`src/rtl/tet_pkg.sv`:
```
package tet_pkg;

  localparam int unsigned IndexSpanDef = 1024;
  localparam int unsigned CountBitsDef = 11;

  localparam int unsigned OpW     = 2;
  localparam int unsigned IdxW    = 10;
  localparam int unsigned TileW   = 11;
  localparam int unsigned PosW    = 20;
  localparam int unsigned LenW    = 21;
  localparam int unsigned StatusW = 2;

  typedef enum logic [OpW-1:0] {
    OP_ADD    = 2'd0,
    OP_REMOVE = 2'd1,
    OP_CLEAR  = 2'd2,
    OP_NONE   = 2'd3
  } op_e;

  typedef enum logic [StatusW-1:0] {
    ST_OK     = 2'd0,
    ST_ABSENT = 2'd1,
    ST_SPAN   = 2'd2
  } status_e;

  typedef enum logic [0:0] {
    REG_TILE_W = 1'b0,
    REG_TILE_H = 1'b1
  } reg_e;

  typedef enum logic [2:0] {
    AX_IDLE, AX_CLEAR, AX_READ, AX_UPDATE, AX_SCAN_LO, AX_SCAN_HI
  } ax_state_e;

  typedef enum logic [2:0] {
    CORE_INIT, CORE_IDLE, CORE_WAIT, CORE_MUL, CORE_OUT
  } core_state_e;

  // command from the sequencer to both axis lanes
  typedef struct packed {
    logic start;
    logic clear;
    logic add;
  } lane_cmd_t;

  // lane report back to the sequencer
  typedef struct packed {
    logic done;
    logic changed;
    logic absent;
  } lane_rsp_t;

endpackage

```
`src/rtl/tet_merge.sv`:
```
module tet_merge #(
  parameter int unsigned IndexSpan = 1024,
  localparam int unsigned SW = $clog2(IndexSpan)
) (
  input  logic                        clk_i,
  input  logic                        occupied_i,
  input  logic [SW-1:0]               low_i,
  input  logic [SW-1:0]               high_i,
  input  logic [tet_pkg::TileW-1:0]   size_i,
  output logic signed [tet_pkg::PosW-1:0] pos_o,
  output logic [tet_pkg::LenW-1:0]    len_o
);
  import tet_pkg::*;

  localparam int unsigned PW = SW + 2;
  localparam int unsigned MW = PW + TileW;

  logic signed [PW-1:0] off;
  logic [SW:0]          span;
  logic signed [MW-1:0] pos_q;
  logic [MW-1:0]        len_q;

  assign off  = $signed({2'b00, low_i}) - $signed(PW'(IndexSpan / 2));
  assign span = {1'b0, high_i} - {1'b0, low_i} + 1'b1;

  always_ff @(posedge clk_i) begin
    pos_q <= occupied_i ? MW'(off) * MW'($signed({1'b0, size_i})) : '0;
    len_q <= occupied_i ? MW'(span) * MW'(size_i) : '0;
  end

  always_comb begin
    if (pos_q < -$signed(MW'(1 << (PosW - 1)))) begin
      pos_o = {1'b1, {(PosW-1){1'b0}}};
    end else if (pos_q > $signed(MW'((1 << (PosW - 1)) - 1))) begin
      pos_o = {1'b0, {(PosW-1){1'b1}}};
    end else begin
      pos_o = pos_q[PosW-1:0];
    end
    if (len_q > MW'((1 << LenW) - 1)) begin
      len_o = '1;
    end else begin
      len_o = len_q[LenW-1:0];
    end
  end

endmodule

```
`config.mk`:
```
export PLATFORM = sky130hd
export DESIGN_NAME = tet_merge
export DESIGN_NICKNAME = d
export VERILOG_FILES = /design/src/rtl/tet_pkg.sv /design/src/rtl/tet_merge.sv
export SDC_FILE = /design/constraint.sdc
export NUM_CORES = 1
export LEC_CHECK = 0
export BUFFER_PORTS_ARGS = -buffer_cell sky130_fd_sc_hd__buf_2
export CAP_MARGIN = 10
export CORE_MARGIN = 2
export CORE_UTILIZATION = 55
export DETAILED_ROUTE_END_ITERATION = 6
export PLACE_DENSITY = 0.8
export SLEW_MARGIN = 20
export SYNTH_ARGS = -nofsm -noshare
export SYNTH_HDL_FRONTEND = slang
export SYNTH_SLANG_ARGS = --single-unit
export TNS_END_PERCENT = 1
```
`constraint.sdc`:
```
create_clock -name clk_i -period 24.8 [get_ports clk_i]
set_input_delay 7.44 -clock clk_i [delete_from_list [all_inputs] [get_ports clk_i]]
set_output_delay 7.44 -clock clk_i [all_outputs]
set_load 0.01 [all_outputs]
```
; ---- Word-level counts from Yosys, hierarchy flattened
; Cells that the tools add are included.
[word_totals]
ff_bits = 46
out_inout_bits = 41
inputBits = 33
wordCells = 14
[classes]
order_cmp = 3
mux = 3
mul = 2
n_addsub = 3
[op_table]
columns = cell, n
row1 = 20-bit two-way mux, 2
row2 = 23-bit by 20-bit > comparator with 1-bit output (second input constant), 1
row3 = 23-bit by 21-bit > comparator with 1-bit output (second input constant), 1
row4 = 23-bit by 20-bit less-than comparator with 1-bit output (second input constant), 1
row5 = 11-bit by 12-bit multiplier with 23-bit output, 1
row6 = 11-bit by 11-bit multiplier with 22-bit output, 1
row7 = 21-bit two-way mux, 1
row8 = 11-bit by 1-bit adder with 11-bit output (second input constant), 1
row9 = 10-bit by 10-bit subtractor with 11-bit output, 1
row10 = 10-bit by 10-bit subtractor with 11-bit output (second input constant), 1

; ---- Logic depth before layout (Yosys ltp)
; Gate-level depths: netlist (run 1).
[logic_depth]
ltp_word = 3
ltp_mapped = 29
depth_no_buf = 27

; ---- Worst setup path before layout (run 1)
; No wires, ideal clock.
[synth_path]
path_type = input -> register
from = in low_i[3]
to = reg len_q[19]
setup_time_ns = 0.115
required_time_ns = 24.685
path_slack_ns = 10.956
arrival_time_ns = 13.729
path_buffers = 2
path_stages = 26
path_cell_list = clkbuf_1 inv_1 ha_1 ha_1 nor2b_1 o21a_1 o21a_1 o211a_1 o21a_1 buf_6 or3b_1 fa_1 inv_1 fa_1 fa_1 fa_1 inv_1 fa_1 inv_1 ha_1 a21o_1 a211oi_1 a21oi_1 a311oi_1 xnor2_1 and2_1
[synth_via]
elab_chain_len = 3
[synth_lines]
columns = element, line
row1 = from (decl), tet_merge.sv:7  ; input logic [SW-1:0] low_i,
row2 = 10-bit by 10-bit subtractor with 11-bit output, tet_merge.sv:24  ; assign span = {1'b0, high_i} - {1'b0, low_i} + 1'b1;
row3 = 11-bit by 1-bit adder with 11-bit output, tet_merge.sv:24
row4 = 11-bit by 11-bit multiplier with 22-bit output, tet_merge.sv:28  ; len_q <= occupied_i ? MW'(span) * MW'(size_i) : '0;
row5 = to (signal assigned), tet_merge.sv:28
row6 = to (decl), tet_merge.sv:21  ; logic [MW-1:0] len_q;
; No other way between the ends.
; A chain may end at the register's enable or synchronous reset.

; ---- Worst setup path in the final report (run 1)
[layout_path]
from = in low_i[1]
to = reg len_q[20]
; Same word-level chain as after synthesis.

==> reports/results.ini, run 1 <==
[outcome]
status = finished, final reports clean

[clock_tree]
cts_buffer_depth = 2
clock-root-buffer = clkbuf_16
cts.sinks = 45
cts_tree = built
h-tree-depth = 2
cts_made_buffers = 5
postCtsSetupRepairBufs = 0
post_cts_resized = 0
ctsHoldBuffers = 0
clkTransAtPathRegs_ps = 60

[timing]
post-route-period-util = 0.565
setup_slack_ps = 10800
fmax_ghz = 0.0714
drv_slew = 0
hold_violations = 0
period_needed_ps = 14000
max_slew_margin = 0.391
setup-violations-final = 0
whs_ps = 7560
tightest_slew_ps = 907
fin_setup_tns_ps = 0
grt_setup_unrepaired = no

[synthesis]
yosys_warnings = 0
synth.area.mux_share = 0.00774
synthAdderAreaFrac = 0.495
synth_edf_count = 0
synth_cells = 1167
synthTopCellsByCount = inv_1 (207), fa_1 (162), ha_1 (150)
synth_xor_area_frac = 0.0237
post-synth-top-count-cell = inv_1
ys.flop_type = dfxtp_1
syn_avg_cell_area_um2 = 8.87
synth-compound-area-share = 0.0861
synth.area.top_cells = fa_1 (31%), ha_1 (18%), dfxtp_1 (8.7%)
synth_top_family_by_area = adder cells
yosys.area_share.simple = 0.203
synth_top_area_cell = fa_1
synth_top_area_share = 0.313
ys_async_sr_fraction = 0
netlist_area_um2 = 10300
ys_seq_area_frac = 0.0870
synth_fp_nets = 1512
synth.distinct_cells = 48
ys_ff_latch = 45

[grt]
grt_pass1_vias = 8145
grt.total_usage = 0.230
grt_max_degree = 53
overflow = 0
grt_pass1_wl_um = 37500
antenna_found_initial = 0

[die]
rows = 50
ios = 74
die_h_um = 141
core_area_um2 = 18600
die_w_um = 141
die_area_um2 = 19900
start_util = 0.557

[route]
ant_nets = 0
drt_iter0_markers = 375
routedWlPerCell_um = 15.3
first_pass_iters = 5
routed_via_density = 5.50
drc = 0
vias = 7849
wl_um = 21800

[worst_hold_path]
hold_end = pos_q[0]
min-delay-start = low_i[0]
min_path_type = input port to register
hold_depth = 2

[placement]
dp_slack_ps = 10370
dpl_cell_area_um2 = 10800
io_buffers = 73
dp_hpwl_um = 17300
gp_congestion = 0.864

[setup_path]
crit_required_ps = 25030
cp_max_fo = 12
arrival_ps = 14230
crit_type = input port to register
worstSetupStartpointType = input port
setup.worst_path.end_class = register

[final_layout]
syn_to_final_growth_pct = 5.82
antenna_cells = 0
finalNetCount = 1537
final_area_um2 = 11000
drive_gt1_frac = 0.0990

[job]
drv_cap = 0

-- layout make-up --
| type | instances | area (um2) |
|---|---|---|
| Tap cell | 234 | 293 |
| Fill cell | 1634 | 7630 |
| Inverter | 208 | 781 |
| Multi-Input combinational cell | 857 | 8450 |
| Clock buffer | 7 | 143 |
| Timing Repair Buffer | 75 | 380 |
| Sequential cell | 45 | 901 |
-- stage by stage --
stage	util	std cells
2_1_floorplan	-	1167
3_3_place_gp	0.581	1419
6_report	0.589	1426
3_5_place_dp	0.581	1419
5_1_grt	0.589	1426
4_1_cts	0.589	1426
-- per-layer routing --
layer,share of wire,GRT usage,up-vias
li1,-,-,3707
met1,0.43,0.304,3903
met2,0.50,0.403,213
met3,0.051,0.0299,26
met4,0.015,0.0521,0
met5,0,0,-
-- state kept, by name, summed over array words and instances, names as in the netlist --
signal	flops
pos_q	23
len_q	22
-- worst max path at each step --
stage / startpoint / end / slack [ps] / cells past startpoint
detailed placement: low_i[1] / len_q[19] / 10370 / 27
finish: low_i[1] / len_q[20] / 10800 / 27
global placement: low_i[1] / len_q[20] / 10570 / 27
global route: low_i[1] / len_q[20] / 10490 / 26
floorplan: low_i[3] / len_q[19] / 10960 / 26
CTS: low_i[3] / len_q[19] / 10640 / 25
-- cell usage in the layout (no fill, tap or decap), types with 9 or more instances in the layout --
master / n
ha_1: 150
nor2b_1: 27
a211oi_1: 9
nand2_1: 110
inv_1: 207
dfxtp_1: 45
nand2b_1: 19
a21oi_1: 26
o21ai_0: 13
nor2_1: 12
xnor2_1: 22
nor3b_1: 17
a21o_1: 39
o21a_1: 10
buf_2: 73
and2_1: 127
and3_1: 10
fa_1: 162
or2_2: 30
-- critical path, stage by stage --
cell and delay [ps]:
buf_2 170, ha_1 290, inv_1 40, ha_1 210, inv_1 90, fa_1 220, nor2b_1 60, o21a_1 170
o21a_1 200, o21a_1 190, o21a_1 310, or3b_2 530, fa_1 520, fa_1 430, fa_1 500, inv_1 60
fa_1 540, inv_1 60, fa_1 530, inv_1 40, ha_1 230, a211oi_1 200, o211ai_1 210, a41oi_2 290
o21ai_1 210, a221oi_2 300, mux2i_1 200
-- logic make-up after synthesis --
family,count (synthesis)
AOI/OAI and AO/OA,129
xor gates and xnor gates,28
adders and majority gates,312
buffers and inverters,265
DFF,45
muxes,8
and+or+nand+nor,380
Power of run 1 is not shown: default switching activity piles up to over one toggle a cycle in this logic, so the estimate is an artifact.
==> run 2: changes to the inputs <==
Clock period 24.8 ns to 13.65 ns, I/O delays scaled along.
==> reports/results.ini, run 2 (synthesized netlist as in run 1, its figures left out) <==
[timing]
fin_setup_tns_ps = 0  ; unchanged
post-route-period-util = 0.787
grt_setup_unrepaired = no  ; unchanged
setup-violations-final = 0  ; unchanged
tightest_slew_ps = 1100  ; was 907 ps
whs_ps = 4210  ; was 7560 ps
fmax_ghz = 0.0930
drv_slew = 0  ; unchanged
max_slew_margin = 0.258  ; was 0.391
hold_violations = 0  ; unchanged
period_needed_ps = 10750

[route]
drt_iter0_markers = 441  ; was 375
routedWlPerCell_um = 15.5  ; was 15.3 um
wl_um = 22200  ; was 21800 um
drc = 0  ; unchanged
routed_via_density = 5.52  ; was 5.50
vias = 7876  ; was 7849
ant_nets = 0  ; unchanged
first_pass_iters = 4  ; was 5

[outcome]
status = finished, final reports clean  ; unchanged

[grt]
grt_max_degree = 53  ; unchanged
grt_pass1_wl_um = 38500  ; was 37500 um
grt.total_usage = 0.238  ; was 0.230
antenna_found_initial = 0  ; unchanged
grt_pass1_vias = 8296  ; was 8145
overflow = 0  ; unchanged

[final_layout]
final_cell_mix = inv_1 (207), fa_1 (162), ha_1 (150), and2_1 (127), nand2_1 (110)  ; unchanged
finalNetCount = 1537  ; unchanged
final_common_cell = inv_1  ; unchanged
largest_register_ffs = 23  ; unchanged
drive_gt1_frac = 0.0972  ; was 0.0990
syn_to_final_growth_pct = 5.71  ; was 5.82%
n_fill_cell = 1648  ; was 1634
regMostFlops = pos_q  ; unchanged
antenna_cells = 0  ; unchanged
largestRegisters = pos_q x23, len_q x22  ; unchanged

[placement]
dp_hpwl_um = 17500  ; was 17300 um
gp_congestion = 0.864  ; about the same
io_buffers = 73  ; unchanged

[clock_tree]
cts_buffer_depth = 2  ; unchanged
clock-root-buffer = clkbuf_16  ; unchanged
cts.sinks = 45  ; unchanged
cts_tree = built  ; unchanged
post_cts_resized = 0  ; unchanged
h-tree-depth = 2  ; unchanged
clkTransAtPathRegs_ps = 60  ; about the same
postCtsSetupRepairBufs = 0  ; unchanged
cts_made_buffers = 5  ; unchanged
ctsHoldBuffers = 0  ; unchanged

[setup_path]
arrival_ps = 10950  ; was 14230 ps
cpMostUsedCell = fa_1  ; unchanged
setup.worst_path.end_class = register  ; unchanged
worstSetupStartpointType = input port  ; unchanged
path_buf_inv = 5  ; was 6
cp_slowest_stage_delay_ps = 880  ; was 540 ps
crit_type = input port to register  ; unchanged
cp_max_fo = 12  ; unchanged
crit_required_ps = 13850  ; was 25030 ps
crit_slowest_cell = nor3_1  ; was fa_1
critical-path-top-delay-family = adder cells  ; unchanged

[die]
die_w_um = 141  ; unchanged
die_area_um2 = 19900  ; unchanged
die_h_um = 141  ; unchanged
start_util = 0.557  ; unchanged
rows = 50  ; unchanged
ios = 74  ; unchanged
core_area_um2 = 18600  ; unchanged

[job]
drv_cap = 0  ; unchanged

[worst_hold_path]
min_path_type = input port to register  ; unchanged

[run 2: cell types whose count changed in the layout (fill, tap and decap cells not counted), sizes merged]
cell	change
clkbuf	+1
[run 2: cell type report]
class | instances | area [um2] | area share
tap | 234 | 293 | 0.0268
sequential | 45 | 901 | 0.0823
inverter | 208 | 781 | 0.0714
multi-input combinational | 857 | 8450 | 0.772
timing repair buffer | 75 | 380 | 0.0348
clock buffer | 8 | 136 | 0.0125
[run 2: path summary, 6_finish.rpt]
kind | cells past startpoint | startpoint | endpoint | slack [ps]
setup / recovery | 25 | low_i[3] | len_q[19] | 2900
hold / removal | 2 | low_i[0] | pos_q[0] | 4210
[run 2: metrics by stage]
stage / cells / instance area [um2] / utilization / setup slack (ps)
after floorplan: 1167 / 10300 / - / 3150
after global routing: 1427 / 10900 / 0.589 / 2490
after CTS: 1427 / 10900 / 0.589 / 2860
after global placement: 1419 / 10800 / 0.581 / 2760
final: 1427 / 10900 / 0.589 / 2900
after detailed placement: 1419 / 10800 / 0.581 / 2580
[run 2: routing by layer]
layer  track usage  vias to the layer above  wire (um)
met4        0.0616                        0        423
met1         0.318                     3944       9700
li1              -                     3706          -
met5             0                        -          0
met2         0.416                      196      11100
met3        0.0221                       30        923
Power of run 2 is left out for the same reason.
